==> config.mk <==
export PLATFORM = sky130hd
export DESIGN_NAME = binary_delta_patch_decoder
export DESIGN_NICKNAME = d
export VERILOG_FILES = /design/src/hw/rtl/bdp_pkg.sv /design/src/hw/rtl/bdp_ctrl.sv /design/src/hw/rtl/bdp_datapath.sv /design/src/hw/rtl/binary_delta_patch_decoder.sv
export SDC_FILE = /design/constraint.sdc
export NUM_CORES = 1
export LEC_CHECK = 0
export ABC_AREA = 1
export ABC_CLOCK_PERIOD_IN_PS = 7100
export BUFFER_PORTS_ARGS = -buffer_cell sky130_fd_sc_hd__buf_2
export CELL_PAD_IN_SITES_DETAIL_PLACEMENT = 2
export CELL_PAD_IN_SITES_GLOBAL_PLACEMENT = 2
export CORE_MARGIN = 2
export CORE_UTILIZATION = 34
export DETAILED_ROUTE_END_ITERATION = 10
export PLACE_DENSITY = 0.85
export SLEW_MARGIN = 5
export SYNTH_ARGS = -nofsm -noshare
export SYNTH_HDL_FRONTEND = slang
export SYNTH_SLANG_ARGS = --single-unit
==> constraint.sdc <==
create_clock -name aclk -period 7.1 [get_ports aclk]
set_input_delay 0 -clock aclk [delete_from_list [all_inputs] [get_ports aclk]]
set_output_delay 0 -clock aclk [all_outputs]
set_load 0.02 [all_outputs]
==> src/hw/rtl/bdp_pkg.sv <==
// Shared types, constants and helpers for the delta patch decoder.
package bdp_pkg;

    localparam int HEADER_BYTES = 6;
    localparam int END_W        = 24;
    localparam int WFIELD_W     = 4;
    localparam int POS_W        = 32;
    localparam int BYTE_W       = 8;
    localparam int CNT_W        = 8;
    localparam int CFG_ADDR_W   = 2;
    localparam int IN_TDATA_W   = 8;
    localparam int OUT_TDATA_W  = 112;
    localparam int OUT_TUSER_W  = 2;

    localparam logic [CFG_ADDR_W-1:0] CFG_PATCH_END  = 2'd0;
    localparam logic [CFG_ADDR_W-1:0] CFG_SKIP_WIDTH = 2'd1;
    localparam logic [CFG_ADDR_W-1:0] CFG_COPY_WIDTH = 2'd2;
    localparam logic [CFG_ADDR_W-1:0] CFG_ADD_WIDTH  = 2'd3;

    typedef enum logic [1:0] {
        KIND_COPY    = 2'd0,
        KIND_LITERAL = 2'd1,
        KIND_FINISH  = 2'd2
    } kind_t;

    typedef enum logic [2:0] {
        PH_SKIPW = 3'd0,
        PH_SKIPV = 3'd1,
        PH_COPYW = 3'd2,
        PH_COPYV = 3'd3,
        PH_ADDW  = 3'd4,
        PH_ADDV  = 3'd5,
        PH_LIT   = 3'd6
    } phase_t;

    typedef enum logic [1:0] {
        ST_IDLE  = 2'd0,
        ST_BIT   = 2'd1,
        ST_TAIL  = 2'd2,
        ST_FLUSH = 2'd3
    } ctrl_state_t;

    typedef struct packed {
        logic       load;
        logic       step;
        logic       take;
        logic [2:0] bit_sel;
        logic       flush;
    } cmd_t;

    typedef struct packed {
        logic out_busy;
    } stat_t;

    typedef struct packed {
        kind_t             kind;
        logic [POS_W-1:0]  old_offset;
        logic [POS_W-1:0]  dest_offset;
        logic [POS_W-1:0]  length;
        logic [BYTE_W-1:0] literal;
        logic              error;
    } result_t;

    // A width field register of zero counts as one bit, anything above eight as eight.
    function automatic logic [CNT_W-1:0] clamp_width(input logic [WFIELD_W-1:0] w);
        logic [CNT_W-1:0] r;
        if (w == '0) begin
            r = 8'd1;
        end else if (w > 4'd8) begin
            r = 8'd8;
        end else begin
            r = {4'd0, w};
        end
        return r;
    endfunction

endpackage

==> src/hw/rtl/bdp_ctrl.sv <==
// Sequencer that walks each patch byte bit by bit and hands results out.
module bdp_ctrl (
    input  logic           aclk,
    input  logic           aresetn,
    input  logic           s_tvalid,
    output logic           s_tready,
    input  bdp_pkg::stat_t stat,
    output bdp_pkg::cmd_t  cmd
);

    bdp_pkg::ctrl_state_t state_reg, state_next;
    logic [2:0]           cnt_reg, cnt_next;

    always_ff @(posedge aclk) begin
        if (!aresetn) begin
            state_reg <= bdp_pkg::ST_IDLE;
            cnt_reg   <= 3'd0;
        end else begin
            state_reg <= state_next;
            cnt_reg   <= cnt_next;
        end
    end

    always_comb begin
        state_next = state_reg;
        cnt_next   = cnt_reg;
        cmd        = '0;
        s_tready   = 1'b0;
        unique case (state_reg)
            bdp_pkg::ST_IDLE: begin
                s_tready = 1'b1;
                if (s_tvalid) begin
                    cmd.load   = 1'b1;
                    cnt_next   = 3'd7;
                    state_next = bdp_pkg::ST_BIT;
                end
            end
            bdp_pkg::ST_BIT: begin
                if (!stat.out_busy) begin
                    cmd.step    = 1'b1;
                    cmd.take    = 1'b1;
                    cmd.bit_sel = cnt_reg;
                    if (cnt_reg == 3'd0) begin
                        state_next = bdp_pkg::ST_TAIL;
                    end else begin
                        cnt_next = cnt_reg - 3'd1;
                    end
                end
            end
            bdp_pkg::ST_TAIL: begin
                // End check after the final bit of the byte.
                if (!stat.out_busy) begin
                    cmd.step   = 1'b1;
                    state_next = bdp_pkg::ST_FLUSH;
                end
            end
            bdp_pkg::ST_FLUSH: begin
                if (!stat.out_busy) begin
                    cmd.flush  = 1'b1;
                    state_next = bdp_pkg::ST_IDLE;
                end
            end
            default: begin
                state_next = bdp_pkg::ST_IDLE;
            end
        endcase
    end

endmodule

==> src/hw/rtl/bdp_datapath.sv <==
// Bit parser, position counters, result holding stage and output register.
module bdp_datapath #(
    parameter int MAX_VALUE_BITS = 32
) (
    input  logic                                aclk,
    input  logic                                aresetn,
    input  logic                                cfg_wen,
    input  logic [bdp_pkg::CFG_ADDR_W-1:0]      cfg_addr,
    input  logic [bdp_pkg::END_W-1:0]           cfg_wdata,
    input  logic [bdp_pkg::IN_TDATA_W-1:0]      s_tdata,
    input  bdp_pkg::cmd_t                       cmd,
    output bdp_pkg::stat_t                      stat,
    output logic                                m_tvalid,
    input  logic                                m_tready,
    output logic [bdp_pkg::OUT_TDATA_W-1:0]     m_tdata,
    output logic [bdp_pkg::OUT_TUSER_W-1:0]     m_tuser,
    output logic                                m_tlast
);

    localparam int MV = MAX_VALUE_BITS;

    logic [bdp_pkg::END_W-1:0]    end_reg;
    logic [bdp_pkg::WFIELD_W-1:0] skipw_reg, copyw_reg, addw_reg;

    logic [bdp_pkg::BYTE_W-1:0] byte_reg, byte_next;
    bdp_pkg::phase_t            phase_reg, phase_next;
    logic [MV-1:0]              acc_reg, acc_next;
    logic [bdp_pkg::CNT_W-1:0]  gath_reg, gath_next;
    logic [bdp_pkg::CNT_W-1:0]  curw_reg, curw_next;
    logic [MV-1:0]              rem_reg, rem_next;
    logic [bdp_pkg::POS_W-1:0]  oldp_reg, oldp_next;
    logic [bdp_pkg::POS_W-1:0]  newp_reg, newp_next;
    logic [bdp_pkg::POS_W-1:0]  bits_reg, bits_next;
    logic                       fin_reg, fin_next;
    logic                       err_reg, err_next;

    logic                       hold_valid_reg, hold_valid_next;
    bdp_pkg::result_t           hold_reg, hold_next;
    logic                       out_valid_reg, out_valid_next;
    bdp_pkg::result_t           out_reg, out_next;
    logic                       out_last_reg, out_last_next;

    logic                       bit_in;
    logic [MV-1:0]              acc_new;
    logic [bdp_pkg::CNT_W-1:0]  gath_new;
    logic [bdp_pkg::CNT_W-1:0]  target;
    logic [MV-1:0]              rem_dec;
    logic                       finish_cond;
    logic                       produce;
    bdp_pkg::result_t           res;

    always_ff @(posedge aclk) begin
        if (!aresetn) begin
            end_reg   <= '0;
            skipw_reg <= 4'd1;
            copyw_reg <= 4'd1;
            addw_reg  <= 4'd1;
        end else if (cfg_wen) begin
            unique case (cfg_addr)
                bdp_pkg::CFG_PATCH_END:  end_reg   <= cfg_wdata;
                bdp_pkg::CFG_SKIP_WIDTH: skipw_reg <= cfg_wdata[bdp_pkg::WFIELD_W-1:0];
                bdp_pkg::CFG_COPY_WIDTH: copyw_reg <= cfg_wdata[bdp_pkg::WFIELD_W-1:0];
                bdp_pkg::CFG_ADD_WIDTH:  addw_reg  <= cfg_wdata[bdp_pkg::WFIELD_W-1:0];
                default: ;
            endcase
        end
    end

    always_ff @(posedge aclk) begin
        if (!aresetn) begin
            phase_reg      <= bdp_pkg::PH_SKIPW;
            acc_reg        <= '0;
            gath_reg       <= '0;
            curw_reg       <= '0;
            rem_reg        <= '0;
            oldp_reg       <= '0;
            newp_reg       <= '0;
            bits_reg       <= 32'(bdp_pkg::HEADER_BYTES * 8);
            fin_reg        <= 1'b0;
            err_reg        <= 1'b0;
            hold_valid_reg <= 1'b0;
            out_valid_reg  <= 1'b0;
        end else begin
            phase_reg      <= phase_next;
            acc_reg        <= acc_next;
            gath_reg       <= gath_next;
            curw_reg       <= curw_next;
            rem_reg        <= rem_next;
            oldp_reg       <= oldp_next;
            newp_reg       <= newp_next;
            bits_reg       <= bits_next;
            fin_reg        <= fin_next;
            err_reg        <= err_next;
            hold_valid_reg <= hold_valid_next;
            out_valid_reg  <= out_valid_next;
        end
    end

    always_ff @(posedge aclk) begin
        byte_reg     <= byte_next;
        hold_reg     <= hold_next;
        out_reg      <= out_next;
        out_last_reg <= out_last_next;
    end

    assign bit_in   = byte_reg[cmd.bit_sel];
    assign acc_new  = {acc_reg[MV-2:0], bit_in};
    assign gath_new = gath_reg + 8'd1;
    assign rem_dec  = rem_reg - MV'(1);

    always_comb begin
        case (phase_reg)
            bdp_pkg::PH_SKIPW: target = bdp_pkg::clamp_width(skipw_reg);
            bdp_pkg::PH_COPYW: target = bdp_pkg::clamp_width(copyw_reg);
            bdp_pkg::PH_ADDW:  target = bdp_pkg::clamp_width(addw_reg);
            bdp_pkg::PH_LIT:   target = 8'd8;
            default:           target = curw_reg;
        endcase
    end

    // The end position is only tested where a COPY or ADD command would begin.
    assign finish_cond = !fin_reg && (gath_reg == '0)
        && (phase_reg == bdp_pkg::PH_SKIPW || phase_reg == bdp_pkg::PH_ADDW)
        && (bits_reg >= {8'd0, end_reg});

    always_comb begin
        byte_next  = byte_reg;
        phase_next = phase_reg;
        acc_next   = acc_reg;
        gath_next  = gath_reg;
        curw_next  = curw_reg;
        rem_next   = rem_reg;
        oldp_next  = oldp_reg;
        newp_next  = newp_reg;
        bits_next  = bits_reg;
        fin_next   = fin_reg;
        err_next   = err_reg;
        produce    = 1'b0;
        res        = '0;

        if (cmd.load) begin
            byte_next = s_tdata;
        end

        if (cmd.step) begin
            if (finish_cond) begin
                fin_next        = 1'b1;
                produce         = 1'b1;
                res.kind        = bdp_pkg::KIND_FINISH;
                res.dest_offset = newp_reg;
                res.error       = err_reg;
            end else if (cmd.take && !fin_reg) begin
                bits_next = bits_reg + 32'd1;
                if (gath_new < target) begin
                    acc_next  = acc_new;
                    gath_next = gath_new;
                end else begin
                    acc_next  = '0;
                    gath_next = '0;
                    case (phase_reg)
                        bdp_pkg::PH_SKIPW, bdp_pkg::PH_COPYW, bdp_pkg::PH_ADDW: begin
                            if (acc_new == '0) begin
                                if (phase_reg == bdp_pkg::PH_SKIPW) begin
                                    phase_next = bdp_pkg::PH_COPYW;
                                end else if (phase_reg == bdp_pkg::PH_ADDW) begin
                                    phase_next = bdp_pkg::PH_SKIPW;
                                end else begin
                                    // Zero count width gives an empty copy.
                                    produce         = 1'b1;
                                    res.kind        = bdp_pkg::KIND_COPY;
                                    res.old_offset  = oldp_reg;
                                    res.dest_offset = newp_reg;
                                    phase_next      = bdp_pkg::PH_ADDW;
                                end
                            end else begin
                                if (acc_new > MV'(MAX_VALUE_BITS)) begin
                                    err_next = 1'b1;
                                end
                                curw_next = acc_new[bdp_pkg::CNT_W-1:0];
                                if (phase_reg == bdp_pkg::PH_SKIPW) begin
                                    phase_next = bdp_pkg::PH_SKIPV;
                                end else if (phase_reg == bdp_pkg::PH_COPYW) begin
                                    phase_next = bdp_pkg::PH_COPYV;
                                end else begin
                                    phase_next = bdp_pkg::PH_ADDV;
                                end
                            end
                        end
                        bdp_pkg::PH_SKIPV: begin
                            oldp_next  = oldp_reg + 32'(acc_new);
                            phase_next = bdp_pkg::PH_COPYW;
                        end
                        bdp_pkg::PH_COPYV: begin
                            produce         = 1'b1;
                            res.kind        = bdp_pkg::KIND_COPY;
                            res.old_offset  = oldp_reg;
                            res.dest_offset = newp_reg;
                            res.length      = 32'(acc_new);
                            oldp_next       = oldp_reg + 32'(acc_new);
                            newp_next       = newp_reg + 32'(acc_new);
                            phase_next      = bdp_pkg::PH_ADDW;
                        end
                        bdp_pkg::PH_ADDV: begin
                            rem_next   = acc_new;
                            phase_next = (acc_new == '0) ? bdp_pkg::PH_SKIPW
                                                         : bdp_pkg::PH_LIT;
                        end
                        default: begin
                            produce         = 1'b1;
                            res.kind        = bdp_pkg::KIND_LITERAL;
                            res.dest_offset = newp_reg;
                            res.literal     = acc_new[bdp_pkg::BYTE_W-1:0];
                            newp_next       = newp_reg + 32'd1;
                            rem_next        = rem_dec;
                            if (rem_dec == '0) begin
                                phase_next = bdp_pkg::PH_SKIPW;
                            end
                        end
                    endcase
                end
            end
        end
    end

    // Each result waits in the hold stage until the next one shows up or the
    // byte ends, so that its last flag is known when it moves to the output.
    always_comb begin
        hold_valid_next = hold_valid_reg;
        hold_next       = hold_reg;
        out_valid_next  = out_valid_reg & ~m_tready;
        out_next        = out_reg;
        out_last_next   = out_last_reg;
        if (produce) begin
            if (hold_valid_reg) begin
                out_valid_next = 1'b1;
                out_next       = hold_reg;
                out_last_next  = 1'b0;
            end
            hold_next       = res;
            hold_valid_next = 1'b1;
        end else if (cmd.flush && hold_valid_reg) begin
            out_valid_next  = 1'b1;
            out_next        = hold_reg;
            out_last_next   = 1'b1;
            hold_valid_next = 1'b0;
        end
    end

    assign stat.out_busy = out_valid_reg & ~m_tready;

    assign m_tvalid = out_valid_reg;
    assign m_tlast  = out_last_reg;
    assign m_tuser  = out_reg.kind;
    assign m_tdata  = {7'd0, out_reg.error, out_reg.literal, out_reg.length,
                       out_reg.dest_offset, out_reg.old_offset};

endmodule

==> src/hw/rtl/binary_delta_patch_decoder.sv <==
// Top level of the delta patch decoder: sequencer plus datapath.
//
//   Port group   Direction  Moves
//   s_*          in         one patch body byte per request
//   m_*          out        copy directive, literal byte or finish per request
//   cfg_*        in         register write: end position and field widths
//
// A byte is accepted, then its bits go one bit per cycle through the shared
// field accumulator while the output is not stalled, then the end check runs
// and the held result is released with its last flag. A result stalled at
// the output holds the sequencer until it is taken. Reset is synchronous on
// aresetn and returns the parser to the start of a COPY command with the header
// bits counted. A new byte is accepted while an earlier result still waits at the output.
module binary_delta_patch_decoder #(
    parameter int MAX_VALUE_BITS = 32
) (
    input  logic                                aclk,
    input  logic                                aresetn,
    input  logic                                cfg_wen,
    input  logic [bdp_pkg::CFG_ADDR_W-1:0]      cfg_addr,
    input  logic [bdp_pkg::END_W-1:0]           cfg_wdata,
    input  logic                                s_tvalid,
    output logic                                s_tready,
    input  logic [bdp_pkg::IN_TDATA_W-1:0]      s_tdata,   // [7:0] patch_byte
    output logic                                m_tvalid,
    input  logic                                m_tready,
    // [31:0] old_offset, [63:32] dest_offset, [95:64] length,
    // [103:96] literal, [104] error, [111:105] zero
    output logic [bdp_pkg::OUT_TDATA_W-1:0]     m_tdata,
    output logic [bdp_pkg::OUT_TUSER_W-1:0]     m_tuser,   // [1:0] kind
    output logic                                m_tlast
);

    bdp_pkg::cmd_t  cmd;
    bdp_pkg::stat_t stat;

    bdp_ctrl u_ctrl (
        .aclk     (aclk),
        .aresetn  (aresetn),
        .s_tvalid (s_tvalid),
        .s_tready (s_tready),
        .stat     (stat),
        .cmd      (cmd)
    );

    bdp_datapath #(
        .MAX_VALUE_BITS (MAX_VALUE_BITS)
    ) u_datapath (
        .aclk      (aclk),
        .aresetn   (aresetn),
        .cfg_wen   (cfg_wen),
        .cfg_addr  (cfg_addr),
        .cfg_wdata (cfg_wdata),
        .s_tdata   (s_tdata),
        .cmd       (cmd),
        .stat      (stat),
        .m_tvalid  (m_tvalid),
        .m_tready  (m_tready),
        .m_tdata   (m_tdata),
        .m_tuser   (m_tuser),
        .m_tlast   (m_tlast)
    );

    // Once a byte is taken, the block works on it before taking another.
    a_busy_after_accept: assert property (@(posedge aclk) disable iff (!aresetn)
        (s_tvalid && s_tready) |=> !s_tready)
        else $error("input taken again right after a request");

    // Nothing follows a finish within the same byte.
    a_finish_is_last: assert property (@(posedge aclk) disable iff (!aresetn)
        (m_tvalid && m_tuser == bdp_pkg::KIND_FINISH) |-> m_tlast)
        else $error("finish result without last flag");

    // The error flag is only reported on a finish.
    a_error_on_finish: assert property (@(posedge aclk) disable iff (!aresetn)
        (m_tvalid && m_tuser != bdp_pkg::KIND_FINISH) |-> !m_tdata[104])
        else $error("error flag on a copy or literal result");

endmodule

==> flow_metrics.tcl, run 1 <==
set metrics [dict create \
    status "finished, final reports clean" \
    ys_ff_latch 446 \
    synth_top_area_cell "edfxtp_1" \
    numCtsBuffers 52 \
    core_area_um2 65860 \
    track_usage_pct 23.38 \
    cts_tree "built" \
    postSynthAreaPerCell_um2 8.319 \
    worst_slew_pin_slew_ns 1.137 \
    num_rows 94 \
    max_freq_ghz 0.2077 \
    synth_area_um2 22680 \
    synth_top_family_by_area "simple AND/OR/NAND/NOR gates" \
    postCtsSetupBuffers 0 \
    grt_setup_unrepaired "false" \
    hold_buffers 57 \
    routedWlPerCell_um 21.38 \
    synth_xor_area_share_pct 3.746 \
    grt-ovfl-total 0 \
    slew_headroom_pct 24.01 \
    largest_reg_flops 107 \
    synth_ff_type "edfxtp_1" \
    final_cell_count_no_fill 3804 \
    place_congestion 0.9328 \
    synth_simple_gate_area_share_pct 22.85 \
    cts_root_buf "clkbuf_16" \
    yosys_warnings 0 \
    finalCritPeriodShare_pct 67.82 \
    endpoint_kind "flop" \
    chipHeight_um 262.3 \
    remaining_drc_errors 0 \
    timing.final.hold_violations 0 \
    p_per_area_nw_per_um2 227.9 \
    fin_area_um2 26290 \
    cts_resized 0 \
    routed_wl_um 81340 \
    hold_class "input pin to flop" \
    synth_common_cells "nand2_1 (561), nor2_1 (345), inv_1 (279)" \
    yosys.area_share.adder_pct 5.914 \
    critPathLaunchType "flop" \
    drive_gt1_share_pct 8.744 \
    clockBufferDepth 3 \
    dpl.cell_count 3650 \
    synth_enable_flop_cells 223 \
    top_layer "met5" \
    area_growth_pct 15.91 \
    vias 19970 \
    ant_nets 0 \
    dp.final_hpwl_um 57750 \
    drt_iter0_drc 1063 \
    crit_arrival_ns 5.25 \
    start_util_pct 34.43 \
    grt_pass1_vias 22460 \
    synthTopCellsByArea "edfxtp_1 (30%), dfxtp_1 (20%), nand2_1 (9.3%), a21oi_1 (5.8%), ha_1 (5.7%)" \
    synth_compound_area_share_pct 11.10 \
    slew_viol_final 0 \
    met3_length_um 2745 \
    grt_pass1_wl_um 128200 \
    dr.pass1.iters 5 \
    num_io_pins 156 \
    cp_data_required_time_ns 7.53 \
    cap_violations 0 \
    clkLatencyLatePin_ns 0.61 \
    cts_num_sinks 446 \
    critPathMaxFanout 67 \
    die_x_um 262.3 \
    ys_types 54 \
    synth_most_common_cell "nand2_1" \
    async_flop_share_pct 0 \
    fin_crit_ns 4.815 \
    grt_max_degree 109 \
    drt-met1-wl_um 33280 \
    syn_inst 2726 \
    fin_skew_ns 0.02144 \
    leakage_nw 10.78 \
    reg2reg_slack_ns 2.29 \
    htree_levels 2 \
    critical_path_class "flop to flop" \
    met2RoutedLength_um 42020 \
    numPortBuffers 148 \
    viasPerCell 5.248 \
    ir_worst_vdd_mv 0.1414 \
    yosys-mux-area-fraction_pct 0 \
    placed_area_um2 24100 \
    antenna_found_initial 2 \
    setup_viol 0 \
    seq_area_frac_synth_pct 49.21 \
    tns_ns 0 \
    die-area_um2 68780 \
    nNetsFinal 3042 \
    clk_pin_slew_worst_paths_ns 0.06 \
    netlist.area_leader.share_pct 29.53 \
]
-- logic make-up after synthesis --
family                     Yosys count
xor gates and xnor gates            97
AOI/OAI and AO/OA                  471
other                                1
adders and majority gates          106
DFF                                446
buffers and inverters              392
and+or+nand+nor                   1213
-- critical path, stage by stage (launching register included) --
cell     delay [ns]
dfxtp_1        0.93
nand3_2        0.21
o22ai_1        0.23
o22ai_1        0.12
ha_1           0.30
nand2_1        0.04
inv_1          0.04
nand2_1        0.05
nand2_1        0.12
nand2_1        0.08
nand2_1        0.17
nand2_4        0.48
nor2_4         1.07
inv_2          0.45
nand2_1        0.20
a21oi_1        0.08
-- cells in the final DEF, fill, tap and decap left out, types with 9 or more instances in the layout --
| master | Yosys | routed |
|---|---|---|
| clkbuf_1 | 50 | 16 |
| o21bai_1 | 9 | 9 |
| buf_4 | 22 | 10 |
| o21ai_0 | 147 | 147 |
| inv_1 | 279 | 279 |
| xor2_1 | 68 | 68 |
| edfxtp_1 | 223 | 223 |
| clkinv_2 | 0 | 11 |
| a21oi_1 | 263 | 263 |
| a21o_1 | 11 | 11 |
| nand2_1 | 561 | 558 |
| nor4_1 | 12 | 12 |
| dfxtp_1 | 223 | 223 |
| clkinv_1 | 3 | 10 |
| a31oi_1 | 9 | 9 |
| nor3b_1 | 29 | 29 |
| clkbuf_16 | 0 | 54 |
| ha_1 | 104 | 104 |
| nand3_1 | 119 | 119 |
| buf_2 | 24 | 147 |
| dlygate4sd3_1 | 0 | 57 |
| nor3_1 | 68 | 68 |
| xnor2_1 | 29 | 29 |
| nand4_1 | 55 | 55 |
| nor2_1 | 345 | 345 |
-- per-stage QoR --
stage               util, %  setup WS, ns  hold WS [ns]  power, mW
floorplan                 -        0.8389       0.09887      3.257
global placement      36.59         2.523        0.1768      3.377
detailed placement    36.59         2.290        0.1802      3.432
CTS                   39.91         2.246        0.1028      6.056
global route          39.91         1.803        0.1035      6.225
finish                39.91         2.285        0.1229      5.992
-- path summary, 6_finish.rpt --
path,startpoint,endpoint,cells after the start
setup / recovery,u_datapath.phase_reg[2]$_SDFFE_PN0P_,u_datapath.newp_reg[14]$_SDFFE_PN0P_,15
hold / removal,s_tdata[7],u_datapath.byte_reg[7]$_DFFE_PP_,2
setup reg to reg,u_datapath.phase_reg[2]$_SDFFE_PN0P_,u_datapath.newp_reg[14]$_SDFFE_PN0P_,15
hold reg to reg,u_datapath.hold_reg[65]$_SDFFCE_PN0P_,u_datapath.m_tdata[56]$_DFFE_PP_,0
-- final cells by class --
type / instances / area (µm²)
diodes: 1 / 2.502
clock buffers: 76 / 1494
clock inverters: 20 / 117.6
fillers: 7435 / 39580
inverters: 288 / 1085
multi-input cells: 1894 / 9945
flip-flops and latches: 446 / 11160
well taps: 864 / 1081
repair buffers: 215 / 1401
-- where the power goes --
part	internal, mW	switching (mW)	leakage [nW]
registers	2.77	0.0439	3.96
logic	0.151	0.442	6.03
clock network	1.49	1.10	0.793
total	4.40	1.59	10.8
-- layer usage --
layer  track usage, %  vias to the layer above
met4            9.367                        2
met5                0                        -
met3            3.107                      193
met1            27.20                     9922
li1                 -                     9431
met2            43.09                      417
No activity file was read; power rests on OpenSTA's default activity.
==> run 2: changes to the inputs <==
- ABC_CLOCK_PERIOD_IN_PS: 7100 -> 4100
- clock period: 7.1 -> 4.1 ns (I/O delays scaled with it)
==> flow_metrics.tcl, run 2 (synthesis gave the netlist of run 1 again) <==
set metrics [dict create \
    status "finished, final reports clean" \
    tns_ns 0 \
    place_congestion 0.8816 \
    cap_violations 0 \
    diodes 0 \
    holdWs_ns 0.1052 \
    vias 20030 \
    nNetsFinal 3060 \
    finalCritPeriodShare_pct 94.35 \
    grt_setup_unrepaired "false" \
    area_growth_pct 16.83 \
    die_x_um 262.3 \
    track_usage_pct 23.70 \
    max_freq_ghz 0.2585 \
    dr.pass1.iters 5 \
    ir_worst_vdd_mv 0.2497 \
    endpoint_kind "flop" \
    placed_area_um2 24370 \
    clockBufferDepth 3 \
    cts_tree "built" \
    r2r-end "u_datapath.newp_reg[31]$_SDFFE_PN0P_" \
    slew_viol_final 0 \
    ant_nets 0 \
    drive_gt1_share_pct 10.13 \
    largest_reg_flops 107 \
    num_rows 94 \
    layout_common_cells "nand2_1 (557), nor2_1 (344), inv_1 (278), a21oi_1 (262)" \
    chipHeight_um 262.3 \
    reg2reg_slack_ns 0.23 \
    final_cell_count_no_fill 3817 \
    crit_arrival_ns 4.42 \
    antenna_found_initial 1 \
    cts_root_buf "clkbuf_16" \
    critPathMaxFanout 32 \
    num_io_pins 156 \
    slew_headroom_pct 38.32 \
    drt_iter0_drc 1110 \
    final_common_cell "nand2_1" \
    dpl.cell_count 3682 \
    hold_class "input pin to flop" \
    grt_pass1_wl_um 129000 \
    p_per_area_nw_per_um2 400.8 \
    critical_path_class "flop to flop" \
    setup_viol 0 \
    routed_wl_um 82870 \
    fin_crit_ns 3.868 \
    start_util_pct 34.43 \
    dp.final_hpwl_um 61060 \
    whs_endpoint "u_datapath.byte_reg[4]$_DFFE_PP_" \
    die-area_um2 68780 \
    cp_data_required_time_ns 4.65 \
    remaining_drc_errors 0 \
    htree_levels 2 \
    grt-ovfl-total 0 \
    worst_slew_pin_slew_ns 0.9252 \
    cts_num_sinks 446 \
    fin_area_um2 26500 \
    clk_pin_slew_worst_paths_ns 0.06 \
    critPathLaunch "u_datapath.phase_reg[1]$_SDFFE_PN0P_" \
    numPortBuffers 148 \
    numCtsBuffers 52 \
    clkLatencyLatePin_ns 0.64 \
    leakage_nw 10.93 \
    nFillCells 7378 \
    grt_max_degree 82 \
    critPathLaunchType "flop" \
    timing.final.hold_violations 0 \
    core_area_um2 65860 \
    hp-start "s_tdata[4]" \
    total_power_mw 10.62 \
    ff2ff_path_depth 18 \
    viasPerCell 5.248 \
    hold_depth 2 \
    routedWlPerCell_um 21.71 \
    rr_startpoint "u_datapath.phase_reg[1]$_SDFFE_PN0P_" \
    fin_skew_ns 0.03879 \
    grt_pass1_vias 22300 \
]
## run 2: cell count changes in the layout (fill, tap and decap cells not counted), sizes merged
cell | previous run | this run
clkinv | 21 | 23
buf | 158 | 190
clkbuf | 76 | 66
dlygate4sd3 | 57 | 42
inv | 285 | 286
bufinv | 1 | 4
nand3 | 122 | 123
diode | 1 | 0
## run 2: routing by layer
layer | part of all wire [%] | routed length [µm] | up-vias | GRT usage (%)
li1 | - | - | 9461 | -
met1 | 41 | 33940 | 10030 | 27.53
met2 | 52 | 43260 | 389 | 44.13
met3 | 3.4 | 2839 | 152 | 3.135
met4 | 3.4 | 2814 | 2 | 8.630
met5 | 0.016 | 13 | - | 0
## run 2: area by class of cell
class                           instances  area (µm²)  share of cell area, %
Tap cell                              864        1081                  4.080
Multi-Input combinational cell       1895        9970                  37.63
Sequential cell                       446       11160                  42.12
Inverter                              288        1085                  4.094
Timing Repair Buffer                  232        1529                  5.771
Clock inverter                         26       266.5                  1.006
Clock buffer                           66        1404                  5.298
## run 2: worst max path at each step
stage / end / slack (ns)
floorplan: u_datapath.m_tdata[0]$_DFFE_PP_ / 0.07
global placement: u_datapath.oldp_reg[24]$_SDFFE_PN0P_ / 0.31
detailed placement: u_datapath.oldp_reg[24]$_SDFFE_PN0P_ / 0.02
CTS: u_datapath.oldp_reg[24]$_SDFFE_PN0P_ / 0.08
global route: u_datapath.newp_reg[31]$_SDFFE_PN0P_ / 0.003
finish: u_datapath.newp_reg[31]$_SDFFE_PN0P_ / 0.23
## run 2: where the power goes
group          internal (mW)  switching (mW)  total [mW]  leakage [nW]
Combinational          0.290           0.827        1.12          6.15
Clock                   2.67            1.97        4.64         0.821
Sequential              4.79          0.0713        4.86          3.96
Total                   7.75            2.87        10.6          10.9
## run 2: through the flow
| step | utilization (%) | setup WS (ns) |
|---|---|---|
| after floorplan | - | 0.07491 |
| after global placement | 37.00 | 0.3052 |
| after detailed placement | 37.00 | 0.02101 |
| after CTS | 40.18 | 0.07629 |
| after global routing | 40.23 | 0.002677 |
| final | 40.23 | 0.2318 |
## run 2: critical path, cell delays in order (launching register included)
cell,delay (ns)
dfxtp_1,0.47
inv_2,0.10
nor2_4,0.15
inv_1,0.09
nor2_2,0.25
clkinv_1,0.18
buf_12,0.20
buf_4,0.25
nor2_1,0.27
ha_1,0.36
a21oi_1,0.18
inv_1,0.07
a31oi_1,0.25
o21ai_0,0.18
a21oi_1,0.15
nand2_1,0.17
xnor2_1,0.18
nand2_1,0.08
a21oi_1,0.20
## run 2: what timing repair did
item / in CTS / in global routing
gates resized for setup: 2 / 5
cloned: 0 / 1
hold buffers: 42 / 0
endpoints found under the hold margin: 82 / 0
buffers inserted: 0 / 0
pin swaps: 0 / 1
endpoints found under the setup margin: 1 / 32
